==> src/lscd_pkg.sv <==
// Package with the shared types and constants of the sector cache directory.
package lscd_pkg;

  localparam int unsigned DefEntries    = 64;
  localparam int unsigned DefSectorBits = 32;
  localparam int unsigned CmdW          = 3;
  localparam int unsigned DevW          = 4;
  localparam int unsigned SecW          = 32;
  localparam int unsigned SlotW         = 6;
  localparam int unsigned CountW        = 32;
  localparam int unsigned QueueDepth    = 2;

  typedef enum logic [CmdW-1:0] {
    CMD_READ  = 3'd0,
    CMD_WRITE = 3'd1,
    CMD_FLUSH = 3'd2,
    CMD_INVAL = 3'd3,
    CMD_TAKE  = 3'd4,
    CMD_OTHER = 3'd7
  } op_e;

  typedef enum logic [1:0] {
    KIND_ACCESS = 2'd0,
    KIND_WB     = 2'd1,
    KIND_DONE   = 2'd2
  } kind_e;

  // States of the back end's sequencer.
  typedef enum logic [2:0] {
    ST_IDLE, ST_LOOKUP, ST_SCAN, ST_VWB, ST_ACC, ST_FLUSH, ST_FEND, ST_CMD
  } state_e;

  typedef struct packed {
    logic [CmdW-1:0] cmd;
    logic [DevW-1:0] dev_id;
    logic [SecW-1:0] sector_num;
  } in_item_t;

  typedef struct packed {
    logic [1:0]        kind;
    logic [SlotW-1:0]  slot;
    logic              hit;
    logic              fill_needed;
    logic [DevW-1:0]   out_dev;
    logic [SecW-1:0]   out_sector;
    logic [CountW-1:0] access_count;
    logic [CountW-1:0] hit_count;
    logic              last;
  } out_item_t;

  // One decoded command as it waits between the front and the back.
  typedef struct packed {
    op_e             op;
    logic [DevW-1:0] dev;
    logic [SecW-1:0] sector;
  } q_item_t;

  // Handshake between the queue and the back end.
  typedef struct packed {
    logic empty;
    logic pop;
  } q_ctrl_t;

endpackage

==> src/lscd_queue.sv <==
// Short command queue between the front end and the back end.
module lscd_queue import lscd_pkg::*; (
  input  logic    clk_i,
  input  logic    rst_ni,
  input  logic    push_i,
  input  q_item_t item_i,
  output logic    full_o,
  input  logic    pop_i,
  output logic    empty_o,
  output q_item_t head_o
);

  localparam int unsigned PtrW = (QueueDepth > 1) ? $clog2(QueueDepth) : 1;
  localparam int unsigned CntW = $clog2(QueueDepth + 1);

  q_item_t         mem_q [QueueDepth];
  logic [PtrW-1:0] wr_q, rd_q;
  logic [CntW-1:0] cnt_q;
  logic            do_push, do_pop;

  assign full_o  = cnt_q == CntW'(QueueDepth);
  assign empty_o = cnt_q == '0;
  assign head_o  = mem_q[rd_q];
  assign do_push = push_i && !full_o;
  assign do_pop  = pop_i && !empty_o;

  always_ff @(posedge clk_i or negedge rst_ni) begin
    if (!rst_ni) begin
      wr_q  <= '0;
      rd_q  <= '0;
      cnt_q <= '0;
    end else begin
      if (do_push) begin
        wr_q <= (wr_q == PtrW'(QueueDepth - 1)) ? '0 : wr_q + 1'b1;
      end
      if (do_pop) begin
        rd_q <= (rd_q == PtrW'(QueueDepth - 1)) ? '0 : rd_q + 1'b1;
      end
      if (do_push && !do_pop) begin
        cnt_q <= cnt_q + 1'b1;
      end else if (do_pop && !do_push) begin
        cnt_q <= cnt_q - 1'b1;
      end
    end
  end

  always_ff @(posedge clk_i) begin
    if (do_push) begin
      mem_q[wr_q] <= item_i;
    end
  end

  a_cnt_bound: assert property (@(posedge clk_i) disable iff (!rst_ni)
    cnt_q <= CntW'(QueueDepth)) else $error("queue count out of range");
  a_pop_nonempty: assert property (@(posedge clk_i) disable iff (!rst_ni)
    pop_i |-> !empty_o) else $error("pop from empty queue");
  a_push_nonfull: assert property (@(posedge clk_i) disable iff (!rst_ni)
    push_i |-> !full_o) else $error("push into full queue");

endmodule

==> config.mk <==
export PLATFORM = sky130hd
export DESIGN_NAME = lscd_queue
export DESIGN_NICKNAME = d
export VERILOG_FILES = /design/src/lscd_pkg.sv /design/src/lscd_queue.sv
export SDC_FILE = /design/constraint.sdc
export NUM_CORES = 1
export LEC_CHECK = 0
export ABC_AREA = 0
export BUFFER_PORTS_ARGS = -buffer_cell sky130_fd_sc_hd__buf_2
export CAP_MARGIN = 0
export CORE_MARGIN = 5
export CORE_UTILIZATION = 36
export DETAILED_ROUTE_END_ITERATION = 16
export GPL_ROUTABILITY_DRIVEN = 0
export HOLD_SLACK_MARGIN = 0.1
export MAX_ROUTING_LAYER = met4
export SKIP_LAST_GASP = 1
export SYNTH_ARGS = -nofsm -noshare
export SYNTH_HDL_FRONTEND = slang
export SYNTH_SLANG_ARGS = --single-unit
==> constraint.sdc <==
create_clock -name clk_i -period 5.3 [get_ports clk_i]
set_input_delay 0.53 -clock clk_i [delete_from_list [all_inputs] [get_ports clk_i]]
set_output_delay 0.53 -clock clk_i [all_outputs]
set_load 0.1 [all_outputs]
### Word-level counts from Yosys, hierarchy flattened

Memories as Yosys holds them, arrays and structs flattened.
Index checks and enable logic that the tools add are counted.

| storage, ports and cells | value |
|---|---|
| flip-flop bits (word level) | 4 |
| RAM bits | 78 |
| output and inout port bits | 41 |
| logic and storage cells | 25 |
| memories | 1 |

| operators by class | value |
|---|---|
| $add $sub $neg | 4 |
| equality and inequality tests | 1 |
| multiplexer cells | 6 |
| reduce and logical (&&, ||, !) cells | 10 |

Memories:

| memory | words | width | rd ports | clocked after memory_dff | wr ports | line | RTL |
|---|---|---|---|---|---|---|---|
| mem_q | 2 | 39 | 1 | 0 | 1 | lscd_queue.sv:16 | `q_item_t mem_q [QueueDepth];` |

Operators with widths:

| kind | count |
|---|---|
| $logic_and A1 B1 Y1 | 4 |
| $logic_not A1 Y1 | 4 |
| $mux W1 | 4 |
| $mux W2 | 2 |
| $add A1 B1 Y1 const B | 2 |
| $add A2 B1 Y2 const B | 1 |
| $eq A2 B2 Y1 const B | 1 |
| $logic_not A2 Y1 | 1 |
| $reduce_bool A2 Y1 | 1 |
| $sub A2 B1 Y2 const B | 1 |

### Depth between registers and ports, before layout

| logic depth | value |
|---|---|
| word-level depth | 7 |
| depth in mapped cells | 7 |

### Worst setup path after synthesis

OpenSTA, ideal clock, no wires.

| timing path | value |
|---|---|
| kind | register -> register |
| start | register cnt_q[0] |
| end | memory mem_q[0][0] (netlist name), enable pin |
| setup time | 435 ps |
| data arrival time | 2,293 ps |
| setup slack | 2,572 ps |
| stages on the path, launching flop included | 4 |
| path buffers | 0 |
| cell sequence | dfrtp_1 nand2b_1 nand2_1 nor2_1 |

| between the ends | value |
|---|---|
| longest elaborated chain between the ends | 5 |

RTL lines:

| element | line | RTL |
|---|---|---|
| from (decl) | lscd_queue.sv:18 | `logic [CntW-1:0] cnt_q;` |
| from (signal assigned) | lscd_queue.sv:40 | `cnt_q <= cnt_q + 1'b1;` |
| from (signal assigned) | lscd_queue.sv:42 | `cnt_q <= cnt_q - 1'b1;` |
| $eq A2 B2 Y1 | lscd_queue.sv:21 | `assign full_o = cnt_q == CntW'(QueueDepth);` |
| $logic_not A1 Y1 | lscd_queue.sv:24 | `assign do_push = push_i && !full_o;` |
| $logic_and A1 B1 Y1 | lscd_queue.sv:24 |  |
| $mux W1 | lscd_queue.sv:48 | `if (do_push) begin` |
| $mux W1 (implied by the code) | lscd_queue.sv:49 | `mem_q[wr_q] <= item_i;` |
| to (decl) | lscd_queue.sv:16 |  |

No other way between the ends.

==> metrics.log <==
[metrics] remaining design rule violation count: 0
[metrics] RSZ-0062 raised after global routing: no
[metrics] I/O pin count: 84
[metrics] critical path startpoint category: register
[metrics] number of nets in the layout: 276
[metrics] filler-free cell count of the finished design: 342
[metrics] number of rows in the core area: 33
[metrics] endpoint of the worst hold-timing path: mem_q[1][20]
[metrics] fill cell instance count of the final layout: 763
[metrics] cell at the root of the clock tree: clkbuf_8
[metrics] number of register bits inferred by synthesis: 82
[metrics] main area contributors after synthesis: edfxtp_1 78%, mux2_2 15%, dfrtp_1 3.3%
[metrics] number of gates resized after CTS: 0
[metrics] H-tree depth: 3
[metrics] run status: finished, final reports clean
[metrics] estimated wirelength of the detail-placed design: 3440 µm
[metrics] placed cell count: 325
[metrics] final wirelength: 5280 µm
[metrics] synth warn: 0
[metrics] cell area after placement: 3540 µm²
[metrics] count of buffers inserted at the top-level ports: 83
[metrics] die outline height: 101 µm
[metrics] clock skew: 14.1 ps
[metrics] clock input transition at the sequential cells of the worst setup and hold paths: 90 ps
[metrics] count of TritonRoute iterations in the first routing pass: 3
[metrics] post-synthesis instance total: 140
[metrics] final number of max-transition violations: 0
[metrics] critical setup path kind: register to output pin
[metrics] accumulated negative setup slack: 0 ps
[metrics] Final Hold Violating Endpoints: 0
[metrics] sequential area share after synthesis: 81.2%
[metrics] startpoint of the lowest-slack hold path: item_i[20]
[metrics] reg-to-reg slack, setup: 3300 ps
[metrics] remaining global-route overflow: 0
[metrics] Total Die Area: 10,300 µm²
[metrics] synthesized cell area: 3010 µm²
[metrics] kind of capture point of the worst setup path: output pin
[metrics] Final Cycle Share: 48.9%
[metrics] signal arrival time at the worst endpoint: 2060 ps
[metrics] combined flip-flop and latch cell area: 2440 µm²
[metrics] count of different cell masters after synthesis: 13
[metrics] worst min-delay path category: primary input to register
[metrics] number of vias after detailed routing: 1,547
[metrics] GRT Resource Usage Total: 11.3%
[metrics] area share of the largest cell type after synthesis: 77.9%
[metrics] average cell area after synthesis: 21.5 µm²
[metrics] Final setup violation count: 0
[metrics] TritonCTS Buffers: 9
[metrics] achievable frequency: 386 MHz
[metrics] width of the die: 101 µm
[metrics] proportion of layout cells with a drive suffix above 1: 59.1%
[metrics] Mapped Nets: 184
[metrics] clock net sink count: 82
[metrics] DRT iter0 DRCs: 46
[metrics] Finished Cell Area: 3750 µm²
[metrics] final worst path period need: 2590 ps
[metrics] placeable core region: 8180 µm²
[metrics] minimum hold slack: 370 ps
[metrics] maximum number of buffers from clock root to sink: 2
[metrics] number of global-route vias before repair: 1,721
[metrics] number of antenna violations at the first check in global routing: 0
[metrics] clock latency on the worst-skew pair: 340 ps
[metrics] Crit Path Max Fanout: 40
[metrics] average wire per cell in the routed design: 15.4 µm
[metrics] footprint of the multi-input gates: 537 µm²
[metrics] max capacitance violation total: 0
[metrics] Worst EP required: 4770 ps
[metrics] layout-stage area growth over the synthesis result: 24.7%
[metrics] wire length of the first global-routing pass: 8290 µm
[metrics] remaining antenna violation count: 0
[metrics] via density per instance: 4.52
[metrics] reg2reg start: cnt_q[0]
[metrics] actual transition at the worst max-transition pin: 959 ps
[metrics] Rel. slew slack: 36.1%
[metrics] number of diodes added for antenna fixing: 0
[metrics] reg-to-reg endpoint: mem_q[0][4]
[metrics] CTS tree: done
[metrics] largest net degree at the start of global routing: 41
[metrics] length in cells of the worst reg-to-reg path: 4
[metrics] initial core utilization: 36.8%
[metrics] worst hold stages: 1
[metrics] most area-hungry cell type in the Yosys netlist: edfxtp_1
==> placed cells by master, fill, tap and decap left out <==
cell type,instances
xor2_1,2
bufinv_16,1
mux2_2,39
clkinvlp_4,3
clkbuf_1,2
dlygate4sd3_1,1
dfrtp_1,3
nand2b_1,1
o21ai_1,1
nand2_1,1
inv_1,2
xnor2_1,3
and3_2,1
ha_1,1
nor2_4,1
buf_4,1
nor2_1,2
clkbuf_8,10
dfrtp_2,1
buf_2,83
edfxtp_1,78
==> cells in the mapped netlist (all sizes together) <==
cell,number
buf,4
xor2,2
o21ai,1
ha,1
nand2,1
nor2,3
dfrtp,4
inv,2
edfxtp,78
mux2,39
nand2b,1
xnor2,3
and3,1
==> sequential cells by signal, indices dropped and copies added, names as in the netlist <==
name and count:
cnt_q 2, mem_q 78, rd_q 1, wr_q 1
==> cell type report <==
cell class / instances / area share [%]
clock buffer: 12 / 3.87
clock inverter: 4 / 1.40
inverter: 2 / 0.200
multi-input combinational: 52 / 14.3
sequential: 82 / 65.2
tap: 105 / 3.50
timing repair buffer: 85 / 11.5
==> stage by stage <==
| stage | util [%] | worst slack (ps) |
|---|---|---|
| global placement | 43.3 | 2990 |
| global route | 45.9 | 2560 |
| finish | 45.9 | 2710 |
| detailed placement | 43.3 | 2990 |
| CTS | 45.9 | 2610 |
| floorplan | - | 2570 |
==> per-layer routing <==
layer	global-route usage (%)	share of wire [%]	wire length [µm]	up-vias
met4	6.75	1.9	101	0
met1	12.0	39	2060	773
li1	-	-	-	724
met5	-	0	0	-
met2	19.1	54	2880	42
met3	2.55	4.6	244	8
==> timing repair <==
item                      CTS  global route
setup buffers               0             0
hold endpoints to repair    4             0
hold buffers                1             0
==> worst max-delay path: stages (launching register included) <==
cell and delay, ps:
dfrtp_2 980, mux2_2 310, buf_2 430
==> how the worst max path moves through the flow <==
stage | startpoint | to | slack [ps]
after floorplan | cnt_q[0] | mem_q[0][0] | 2570
after global placement | rd_q | head_o[18] | 2990
after detailed placement | rd_q | head_o[18] | 2990
after CTS | rd_q | head_o[18] | 2610
after global routing | rd_q | head_o[30] | 2560
final | rd_q | head_o[18] | 2710
==> cells by family (layout without fill, tap and decap cells) <==
logic type / Yosys count / in the layout / synth area share [%]
buffers and inverters: 6 / 103 / 1.25
xor gates and xnor gates: 5 / 5 / 1.46
and+or+nand+nor: 6 / 6 / 0.915
DFF: 82 / 82 / 81.2
adders and majority gates: 1 / 1 / 0.416
muxes: 39 / 39 / 14.6
AOI/OAI and AO/OA: 1 / 1 / 0.166
Power is left out: the tool's default activity adds up to more than one toggle a clock period on the data nets, which glitch-free logic cannot reach.
