===== config.mk =====
export PLATFORM = sky130hd
export DESIGN_NAME = lscd_front
export DESIGN_NICKNAME = d
export VERILOG_FILES = /design/src/lscd_pkg.sv /design/src/lscd_front.sv
export SDC_FILE = /design/constraint.sdc
export NUM_CORES = 1
export LEC_CHECK = 0
export ABC_CLOCK_PERIOD_IN_PS = 3200
export BUFFER_PORTS_ARGS = -buffer_cell sky130_fd_sc_hd__buf_2
export CORE_UTILIZATION = 40
export CTS_CLUSTER_SIZE = 16
export DETAILED_ROUTE_END_ITERATION = 8
export PLACE_DENSITY = 0.77
export SLEW_MARGIN = 25
export SYNTH_ARGS = -nofsm -noshare
export SYNTH_HDL_FRONTEND = slang
export SYNTH_SLANG_ARGS = --single-unit

===== constraint.sdc =====
create_clock -name clk_i -period 3.2 [get_ports clk_i]
set_input_delay 0.48 -clock clk_i [delete_from_list [all_inputs] [get_ports clk_i]]
set_output_delay 0.48 -clock clk_i [all_outputs]
set_load 0.005 [all_outputs]

===== src/lscd_pkg.sv =====
// Package with the shared types and constants of the sector cache directory.
package lscd_pkg;

  localparam int unsigned DefEntries    = 64;
  localparam int unsigned DefSectorBits = 32;
  localparam int unsigned CmdW          = 3;
  localparam int unsigned DevW          = 4;
  localparam int unsigned SecW          = 32;
  localparam int unsigned SlotW         = 6;
  localparam int unsigned CountW        = 32;
  localparam int unsigned QueueDepth    = 2;

  typedef enum logic [CmdW-1:0] {
    CMD_READ  = 3'd0,
    CMD_WRITE = 3'd1,
    CMD_FLUSH = 3'd2,
    CMD_INVAL = 3'd3,
    CMD_TAKE  = 3'd4,
    CMD_OTHER = 3'd7
  } op_e;

  typedef enum logic [1:0] {
    KIND_ACCESS = 2'd0,
    KIND_WB     = 2'd1,
    KIND_DONE   = 2'd2
  } kind_e;

  // States of the back end's sequencer.
  typedef enum logic [2:0] {
    ST_IDLE, ST_LOOKUP, ST_SCAN, ST_VWB, ST_ACC, ST_FLUSH, ST_FEND, ST_CMD
  } state_e;

  typedef struct packed {
    logic [CmdW-1:0] cmd;
    logic [DevW-1:0] dev_id;
    logic [SecW-1:0] sector_num;
  } in_item_t;

  typedef struct packed {
    logic [1:0]        kind;
    logic [SlotW-1:0]  slot;
    logic              hit;
    logic              fill_needed;
    logic [DevW-1:0]   out_dev;
    logic [SecW-1:0]   out_sector;
    logic [CountW-1:0] access_count;
    logic [CountW-1:0] hit_count;
    logic              last;
  } out_item_t;

  // One decoded command as it waits between the front and the back.
  typedef struct packed {
    op_e             op;
    logic [DevW-1:0] dev;
    logic [SecW-1:0] sector;
  } q_item_t;

  // Handshake between the queue and the back end.
  typedef struct packed {
    logic empty;
    logic pop;
  } q_ctrl_t;

endpackage


===== src/lscd_front.sv =====
// Front end: accepts commands, decodes them and masks the sector number.
module lscd_front import lscd_pkg::*; #(
  parameter int unsigned SECTOR_BITS = DefSectorBits
) (
  input  logic     clk_i,
  input  logic     rst_ni,
  input  logic     in_valid_i,
  output logic     in_stall_o,
  input  in_item_t in_item_i,
  input  logic     q_full_i,
  output logic     q_push_o,
  output q_item_t  q_item_o
);

  logic    hold_v_q, hold_v_d;
  q_item_t hold_q;
  q_item_t dec;
  logic    take;
  logic [SecW+SECTOR_BITS-1:0] sec_ext;

  always_comb begin
    sec_ext = {{SecW{1'b0}}, in_item_i.sector_num[SECTOR_BITS-1:0]};
    dec.dev    = in_item_i.dev_id;
    dec.sector = sec_ext[SecW-1:0];
    unique case (in_item_i.cmd)
      CMD_READ:  dec.op = CMD_READ;
      CMD_WRITE: dec.op = CMD_WRITE;
      CMD_FLUSH: dec.op = CMD_FLUSH;
      CMD_INVAL: dec.op = CMD_INVAL;
      CMD_TAKE:  dec.op = CMD_TAKE;
      default:   dec.op = CMD_OTHER;
    endcase
  end

  assign in_stall_o = hold_v_q && q_full_i;
  assign take       = in_valid_i && !in_stall_o;
  assign q_push_o   = hold_v_q && !q_full_i;
  assign q_item_o   = hold_q;

  always_comb begin
    hold_v_d = hold_v_q;
    if (take) begin
      hold_v_d = 1'b1;
    end else if (q_push_o) begin
      hold_v_d = 1'b0;
    end
  end

  always_ff @(posedge clk_i or negedge rst_ni) begin
    if (!rst_ni) begin
      hold_v_q <= 1'b0;
    end else begin
      hold_v_q <= hold_v_d;
    end
  end

  always_ff @(posedge clk_i) begin
    if (take) begin
      hold_q <= dec;
    end
  end

endmodule


# Word level (Yosys, flattened, before mapping)
# Index checks and enable logic that the tools add are counted.
# totals
ff_bits	40
input_bits	43
out_inout_bits	41
elab_cells	18
# op_classes
n_eq_ne	4
muxes	3
reduce_logical	7
# op_table
cell	n
$pmux W3 S5	1
$eq A3 B2 Y1 const B	2
$eq A3 B1 Y1 const B	1
$eq A3 B3 Y1 const B	1
$logic_and A1 B1 Y1	3
$logic_not A3 Y1	1
$logic_not A1 Y1	2
$mux W1	2
$reduce_bool A2 Y1	1

# Longest topological paths before layout
# Gate-level depths: netlist of run 1.
# depth
ltp_word	4
ltp_mapped	1
mapped_depth_nobuf	1

# Worst setup path before layout of run 1
# OpenSTA, ideal clock, no wires.
# synth_path
kind	in2reg
start	input in_valid_i
end	register hold_q, in the netlist q_item_o[0], enable pin
setup_ps	446
arrival_time_ps	2383
setup_slack_ps	371
cell_stages	1
n_path_buf	0
path_cell_list	a21boi_1
# synth_via
elab_chain_len	1
# synth_lines
item	line	rtl
start: declaration	lscd_front.sv:7	input logic in_valid_i,
$logic_and A1 B1 Y1	lscd_front.sv:36	assign take = in_valid_i && !in_stall_o;
end signal: assignment	lscd_front.sv:59	hold_q <= dec;
end: declaration	lscd_front.sv:16	q_item_t hold_q;
# Every way passes these cells.
# A chain may end at the register's enable or synchronous reset.

# Worst setup path in the final report of run 1
# layout_path
start	register hold_v_q
end	register hold_q, in the netlist q_item_o[11], enable pin
# layout_via
elab_chain_len	3
# layout_lines
item	line	rtl
start: declaration	lscd_front.sv:15	logic hold_v_q, hold_v_d;
start signal: assignment	lscd_front.sv:53	hold_v_q <= hold_v_d;
$logic_and A1 B1 Y1	lscd_front.sv:35	assign in_stall_o = hold_v_q && q_full_i;
$logic_not A1 Y1	lscd_front.sv:36	
$logic_and A1 B1 Y1	lscd_front.sv:36	
# Every way passes these cells.

==> run_results.csv, run 1 <==
group,metric,value,unit
outcome,status,"finished with violations",
outcome,violations,"design-rule violations",
pwr,leakage,0.791,nW
route,drt-total-wl,2320,um
worst_setup_path,cp-end-kind,"flop",
pwr,p_int,0.000814,W
route,drc,4,
sta,drv_slew,0,
synth,yosysWarnings,0,
min_path,hp-class,"primary input to flop",
synth,synth_cells,47,
worst_setup_path,crit_arrival,1.68,ns
pwr,power_frac_comb,0.076,
pwr,total_power,0.00101,W
synth,synth_edf_count,39,
route,antenna_left,0,
synth,synth_area,0.00124,sq mm
global_route,grt_pass1_vias,789,
clocking,cts-root-buf,"clkbuf_4",
floorplan,ioPinCount,84,
pwr,power.switching,0.000193,W
route,drtIter0Drc,15,
pwr,power_density,560,mW/mm^2
global_route,grt_max_degree,21,
clocking,cts_buffers,5,
sta,fin_ws,1.55,ns
place,dp_cells,161,
synth,post-synth-top-count-cell,"edfxtp_1",
synth,synth_commonest_cells,"edfxtp_1 (39), a21o_1 (3)",
global_route,grt_pass1_wl,3460,um
synth,syn_nets,90,
sta,whs,0.309,ns
synth,syn_area_per_cell,26.4,sq um
synth,yosys.area.top_type,"edfxtp_1",
sta,fmax,605,MHz
route,dr.pass1.iters,6,
floorplan,die_x,57.7,um
worst_setup_path,critical_path_class,"flop to flop",
synth,synth_top_area_share,0.943,
worst_setup_path,startpoint_type,"flop",
floorplan,start_util,0.436,
global_route,antenna_found_initial,0,
floorplan,die_area,0.00333,sq mm
clocking,cts_setup_buffers,0,
floorplan,num_rows,19,
sta,slew_headroom,0.593,
place,finalWeightedCongestion,0.698,
sta,totalNegativeSetupSlack,0,ns
synth,synthFlopType,"edfxtp_1",
clocking,cts_tree,"done",
place,numPortBuffers,83,
layout,finalNonFillerCells,170,
worst_setup_path,worstPathRequired,3.23,ns
route,wire_per_inst,13.6,um
sta,finalCritPeriodShare,0.517,
clocking,clkTransAtPathRegs,0.11,ns
clocking,htree_num_levels,2,
floorplan,die_h,57.7,um
synth,ys_types,7,
pwr,switching_share,0.192,
layout,seq_area,0.00120,sq mm
global_route,grt_overflow,0,
synth,async_reset_ff_frac,0.0250,
sta,worstMarginPinSlew,0.609,ns
layout,drive_gt1_frac,0.662,
pwr,clkPwrFrac,0.312,
synth,yosysSeqAreaShare,0.963,
layout,multiInputGateArea,53.8,sq um
sta,skew,0.00520,ns
route,vias_per_cell,4.66,
sta,rsz0062_at_grt,"false",
synth,ys_top_cells_by_area,"edfxtp_1 (94%), dfrtp_1 (2.0%), a21o_1 (1.8%)",
sta,finalHoldViolCount,0,
pwr,vdd_drop_max,0.000349,V
floorplan,core-area,0.00285,sq mm
synth,ys_ff_latch,40,
layout,n_antenna_cell,0,
pwr,p_seq_frac,0.612,
sta,fin_crit,1.65,ns
route,num_vias,793,
clocking,clock-sinks,40,
layout,final_net_count,181,
layout,areaGrowthSynthToFinish,44.7,%
global_route,grt_usage,0.153,
clocking,clkLatencyLatePin,0.33,ns
place,pre_cts_slack,1.35,ns
layout,nFillCells,221,
clocking,cts_buffer_depth,2,
worst_setup_path,critPathMaxFanout,20,
sta,setup_violations,0,
flow_run,cap_violations,0,
critical path, stage by stage (launching register included):
cell      delay, ns
dfrtp_1        0.44
a21boi_4       0.53
buf_4          0.37
through the flow:
stage	util	area, sq um
2_1_floorplan	-	1240
3_3_place_gp	0.600	1710
3_5_place_dp	0.600	1710
4_1_cts	0.630	1800
5_1_grt	0.630	1800
6_report	0.630	1800
power by group through the flow:
stage	registers (W)	logic, W	clock network, W
global placement	0.000627	0.0000735	0
global route	0.000620	0.0000844	0.000341
floorplan	0.000634	0.0000131	0
detailed placement	0.000629	0.0000763	0
CTS	0.000617	0.0000774	0.000321
finish	0.000617	0.0000763	0.000314
kinds of logic after synthesis:
family,after synthesis,synth area share
compound gates,4,0.0242
buf+inv,1,0.00302
flops,40,0.963
simple gates,2,0.0101
cell usage in the layout (no fill, tap or decap), drive strengths merged:
cell type,instances
and2,1
nor2b,1
buf,84
clkbuf,6
bufinv,1
dlygate4sd3,1
dfrtp,1
a21boi,1
clkinv,1
edfxtp,39
a21o,3
routing by layer:
layer  part of all wire  wire (um)  global-route usage  vias up
li1                   -          -                   -      367
met1               0.34        782               0.149      357
met2               0.50       1150               0.243       65
met3               0.15        346              0.0982        4
met4              0.017         39              0.0918        0
met5                  0          0                   0        -
final cells by class:
class / instances / share of cell area
sequential: 40 / 0.665
tap: 31 / 0.0216
clock buffer: 6 / 0.0230
multi-input combinational: 6 / 0.0299
timing repair buffer: 85 / 0.241
clock inverter: 2 / 0.0195
path summary, 6_finish.rpt:
| path | startpoint | endpoint | slack (ns) | depth (start not counted) |
|---|---|---|---|---|
| setup / recovery | hold_v_q | q_item_o[11] | 1.55 | 2 |
| hold / removal | in_item_i[20] | q_item_o[20] | 0.31 | 1 |
| setup reg to reg | hold_v_q | q_item_o[11] | 1.55 | 2 |
| hold reg to reg | hold_v_q | hold_v_q | 0.58 | 1 |
| max in group asynchronous | rst_ni | hold_v_q | 2.68 | 2 |
| min in group asynchronous | rst_ni | hold_v_q | 0.44 | 2 |
flip-flops by register name, indices dropped and copies added, names as in the netlist:
signal,flops
q_item_o,39
hold_v_q,1
what timing repair did:
action                                 in CTS  in global routing
hold buffers                                1                  0
endpoints found under the hold margin       1                  0
resized for setup                           0                  0
Power figures use the tool's default switching activity.
==> inputs of run 2 (changes only) <==
ABC_CLOCK_PERIOD_IN_PS = 1600   (was 3200)
clock period = 1.6 ns   (was 3.2 ns; I/O delays follow)
==> run 2 against run 1 <==
Effect of this change:
- the run still ends with design-rule violations left
- die area unchanged
- core utilization increased by 0.26 points
- clock power rose by 97%
- first-iteration DRC count up 33%
- highest routed layer unchanged
==> run_results.csv, run 2 (synthesis results as in run 1) <==
group,metric,value,unit
clocking,postCtsHoldBufs,1,
clocking,cts_buffers,5,
sta,finalHoldViolCount,0,
floorplan,start_util,0.436,
clocking,clock-sinks,40,
route,drt-total-wl,2230,um
global_route,grt_usage,0.143,
floorplan,die_area,0.00333,sq mm
route,drtIter0Drc,20,
pwr,p_int,0.00163,W
route,wire_per_inst,13.1,um
sta,rsz0062_at_grt,"false",
floorplan,die_h,57.7,um
floorplan,ioPinCount,84,
worst_setup_path,critical_path_class,"flop to output port",
place,hpwl,1720,um
global_route,grt_pass1_wl,3190,um
global_route,antenna_found_initial,0,
layout,final_cell_mix,"buf_2 (83), edfxtp_1 (39), clkbuf_4 (5)",
outcome,violations,"design-rule violations",
outcome,status,"finished with violations",
pwr,total_power,0.00200,W
route,dr.pass1.iters,6,
pwr,leakage,0.796,nW
route,vias_per_cell,4.60,
pwr,power_frac_comb,0.077,
clocking,clkLatencyLatePin,0.33,ns
route,drc,5,
layout,areaGrowthSynthToFinish,45.3,%
sta,slew_headroom,0.805,
floorplan,num_rows,19,
place,numPortBuffers,83,
global_route,grt_pass1_vias,774,
sta,fmax,780,MHz
layout,drive_gt1_frac,0.664,
global_route,grt_overflow,0,
layout,final_core_util,0.633,
clocking,cts_setup_buffers,0,
min_path,hp-class,"primary input to flop",
clocking,cts-root-buf,"clkbuf_4",
pwr,power.switching,0.000375,W
pwr,power_density,1110,mW/mm^2
worst_setup_path,startpoint_type,"flop",
worst_setup_path,crit_arrival,1.04,ns
sta,skew,0.00933,ns
global_route,grt_max_degree,25,
worst_setup_path,worstPathRequired,1.36,ns
layout,largest_reg_flops,39,
place,finalWeightedCongestion,0.651,
sta,finalCritPeriodShare,0.801,
layout,final_common_cell,"buf_2",
sta,fin_crit,1.28,ns
clocking,cts_tree,"done",
pwr,clkPwrFrac,0.308,
sta,drv_slew,0,
clocking,cts_resized,0,
sta,totalNegativeSetupSlack,0,ns
layout,n_antenna_cell,0,
place,dp_cells,162,
pwr,switching_share,0.187,
worst_setup_path,critPathMaxFanout,4,
place,placed_area,0.00172,sq mm
layout,post-route-cell-area,0.00181,sq mm
floorplan,core-area,0.00285,sq mm
route,antenna_left,0,
layout,finalNonFillerCells,171,
sta,setup_violations,0,
clocking,htree_num_levels,2,
pwr,p_seq_frac,0.615,
flow_run,cap_violations,0,
worst_setup_path,cp-end-kind,"output port",
pwr,vdd_drop_max,0.000873,V
clocking,cts_buffer_depth,2,
sta,worstMarginPinSlew,0.293,ns
clocking,clkTransAtPathRegs,0.11,ns
layout,final_net_count,182,
route,num_vias,786,
floorplan,die_x,57.7,um
## run 2: cell types whose count changed in the layout (fill, tap and decap cells not counted), sizes merged
cell	change
buf	+1
## run 2: power by group through the flow
stage / Sequential, W / Clock [W] / Combinational, W
after floorplan: 0.00127 / 0 / 0.0000284
after global placement: 0.00125 / 0 / 0.000148
after detailed placement: 0.00126 / 0 / 0.000155
after CTS: 0.00123 / 0.000647 / 0.000157
after global routing: 0.00124 / 0.000688 / 0.000170
final: 0.00123 / 0.000618 / 0.000154
## run 2: final timing paths
check	slack, ns	depth (start not counted)	end	start
min reg2reg	0.59	1	hold_v_q	hold_v_q
max	0.32	2	in_stall_o	hold_v_q
min	0.07	1	q_item_o[2]	in_item_i[2]
min in group asynchronous	0.20	2	hold_v_q	rst_ni
max in group asynchronous	1.32	2	hold_v_q	rst_ni
max reg2reg	0.38	2	q_item_o[0]	hold_v_q
## run 2: final cells by class
| class | count | area, sq um |
|---|---|---|
| multi-input combinational | 6 | 53.8 |
| timing repair buffer | 86 | 440 |
| clock inverter | 2 | 35.0 |
| fill | 216 | 1050 |
| tap | 31 | 38.8 |
| clock buffer | 6 | 41.3 |
| sequential | 40 | 1200 |
## run 2: worst max-delay path, cell delays in order (launching register included)
cell and delay, ns:
dfrtp_1 0.44, and2_1 0.15, buf_2 0.12
## run 2: metrics by stage
| stage | worst slack, ns | hold slack (ns) |
|---|---|---|
| after global placement | 0.426 | 0.0152 |
| after floorplan | 0.0646 | -0.0556 |
| after detailed placement | 0.394 | 0.0163 |
| final | 0.319 | 0.0720 |
| after global routing | 0.224 | 0.0241 |
| after CTS | 0.290 | 0.0527 |
## run 2: routing by layer
layer,track usage,share of wire
met1,0.134,0.35
met2,0.223,0.48
met3,0.116,0.14
met4,0.0714,0.018
met5,0,0
==> inputs of run 3 (changes only) <==
ABC_CLOCK_PERIOD_IN_PS = 1100   (was 1600)
CORE_UTILIZATION = 36   (was 40)
PLACE_DENSITY = 0.74   (was 0.77)
clock period = 1.1 ns   (was 1.6 ns; I/O delays follow)
==> run 3 against run 2 <==
Effect of this change:
- the flow finishes with violations (negative setup slack)
- sequential power is 46% higher
- core utilization grew 11 points
- die area is 11% higher
- hold slack worse by 0.047 ns
- first-iteration DRC count down 40%
- global-route usage grew 3.1 points
- design area is 30% higher
- sequential share of layout area is 15 points lower
- clock-buffer cell count fell by 1
- register-to-register slack lost 0.56 ns
- largest power group unchanged
- highest routed layer unchanged
==> run_results.csv, run 3 (synthesis results as in run 1) <==
group,metric,value,unit
floorplan,die_h,60.7,um
worst_setup_path,cp-startpoint,"hold_v_q",
layout,areaGrowthSynthToFinish,88.2,%
sta,totalNegativeSetupSlack,-6.88,ns
sta,whs,0.0254,ns
outcome,violations,"negative setup slack",
route,antenna_left,0,
place,numPortBuffers,83,
route,drt-total-wl,3210,um
sta,fmax,782,MHz
worst_setup_path,cp-end-kind,"flop",
layout,nFillCells,199,
worst_setup_path,path_cells,"buf_4 > a21boi_4 > buf_6 > buf_12",
clocking,htree_num_levels,2,
worst_setup_path,critPathMaxFanout,14,
global_route,grt_usage,0.174,
clocking,clkTransAtPathRegs,0.11,ns
sta,worstMarginPinSlew,0.139,ns
worst_setup_path,crit_arrival,1.33,ns
floorplan,num_rows,20,
global_route,grt_max_degree,15,
layout,final_cell_mix,"buf_2 (82), edfxtp_1 (39), dlygate4sd3_1 (37)",
floorplan,start_util,0.394,
clocking,clkLatencyLatePin,0.32,ns
floorplan,core-area,0.00315,sq mm
pwr,power_density,1430,mW/mm^2
clocking,cts_buffers,5,
sta,drv_slew,0,
place,finalWeightedCongestion,0.602,
global_route,antenna_found_initial,0,
min_path,hp-class,"primary input to flop",
worst_setup_path,slowest_stage,"dfrtp_1",
worst_setup_path,critical_path_class,"flop to flop",
worst_setup_path,reg2reg_slack,-0.18,ns
worst_setup_path,cp-endpoint,"q_item_o[7]",
worst_setup_path,timing.rr.end,"q_item_o[7]",
place,pre_cts_slack,-0.0359,ns
clocking,cts_buffer_depth,2,
global_route,grt_pass1_wl,4160,um
layout,multiInputGateArea,63.8,sq um
global_route,grt_overflow,0,
route,dr.pass1.iters,3,
worst_setup_path,slowest_delay,0.41,ns
layout,largest_reg_flops,39,
route,num_vias,942,
layout,final_core_util,0.742,
worst_setup_path,r2r_cells,4,
layout,drive_gt1_frac,0.558,
route,drtIter0Drc,12,
layout,post-route-cell-area,0.00234,sq mm
sta,finalCritPeriodShare,1.16,
clocking,clock-sinks,40,
layout,n_antenna_cell,0,
sta,finalHoldViolCount,0,
pwr,leakage,1.02,nW
outcome,status,"finished with violations",
sta,skew,0.00663,ns
floorplan,ioPinCount,84,
worst_setup_path,worstPathRequired,1.15,ns
pwr,vdd_drop_max,0.000914,V
layout,final_common_cell,"buf_2",
clocking,cts_tree,"done",
route,drc,0,
worst_setup_path,startpoint_type,"flop",
place,placed_area,0.00177,sq mm
layout,seq_area,0.00120,sq mm
floorplan,die_x,60.7,um
floorplan,die_area,0.00369,sq mm
worst_setup_path,r2r_start,"hold_v_q",
flow_run,cap_violations,0,
route,wire_per_inst,14.2,um
sta,slew_headroom,0.907,
sta,fin_ws,-0.180,ns
sta,setup_violations,41,
clocking,cts-root-buf,"clkbuf_4",
layout,final_net_count,224,
sta,fin_crit,1.28,ns
route,vias_per_cell,4.19,
global_route,grt_pass1_vias,976,
sta,rsz0062_at_grt,"true",
==> run 3: cell count changes in the layout (fill, tap and decap cells not counted), sizes merged <==
cell | before | now
buf | 85 | 90
bufinv | 1 | 2
clkinv | 1 | 0
dlygate4sd3 | 1 | 37
==> run 3: stage by stage <==
stage / instances / power, W
after floorplan: 47 / 0.00188
after global placement: 176 / 0.00206
after detailed placement: 176 / 0.00207
after CTS: 221 / 0.00333
after global routing: 225 / 0.00347
final: 225 / 0.00334
==> run 3: worst max-delay path, delay by kind of cell (launching register included) <==
| family | cells | cell delay, ns |
|---|---|---|
| buffers and inverters | 3 | 0.43 |
| flip-flops | 1 | 0.41 |
| AO/OA/AOI/OAI | 1 | 0.17 |
==> run 3: area by class of cell <==
class / count / share of cell area
sequential: 40 / 0.512
timing repair buffer: 128 / 0.396
clock buffer: 5 / 0.0161
tap: 44 / 0.0235
clock inverter: 2 / 0.0257
multi-input combinational: 6 / 0.0273
==> run 3: power breakdown <==
part	total (W)	internal, W	switching, W	leakage (nW)
registers	0.00179	0.00177	0.0000217	0.382
logic	0.000410	0.000265	0.000145	0.587
clock network	0.00113	0.000696	0.000437	0.0513
==> run 3: per-layer routing <==
metal	GRT usage	part of all wire
met2	0.334	0.54
met4	0.0779	0.0084
met5	0	0
met1	0.148	0.36
met3	0.0832	0.091
==> run 3: worst min path at each step <==
stage / start / to / slack, ns / depth (start not counted)
after floorplan: rst_ni / hold_v_q / -0.13 / 0
after global placement: rst_ni / hold_v_q / -0.06 / 1
after detailed placement: rst_ni / hold_v_q / -0.06 / 1
after CTS: in_item_i[29] / q_item_o[29] / 0.002 / 1
after global routing: in_valid_i / hold_v_q / 0.003 / 2
final: in_valid_i / hold_v_q / 0.03 / 2
==> run 3: repair_timing <==
item | 4_1_cts | 5_1_grt
setup buffers | 3 | 0
gates resized for setup | 3 | 4
gates cloned | 1 | 1
endpoints found under the hold margin | 34 | 3
hold buffers | 34 | 3
setup endpoints to repair | 41 | 42
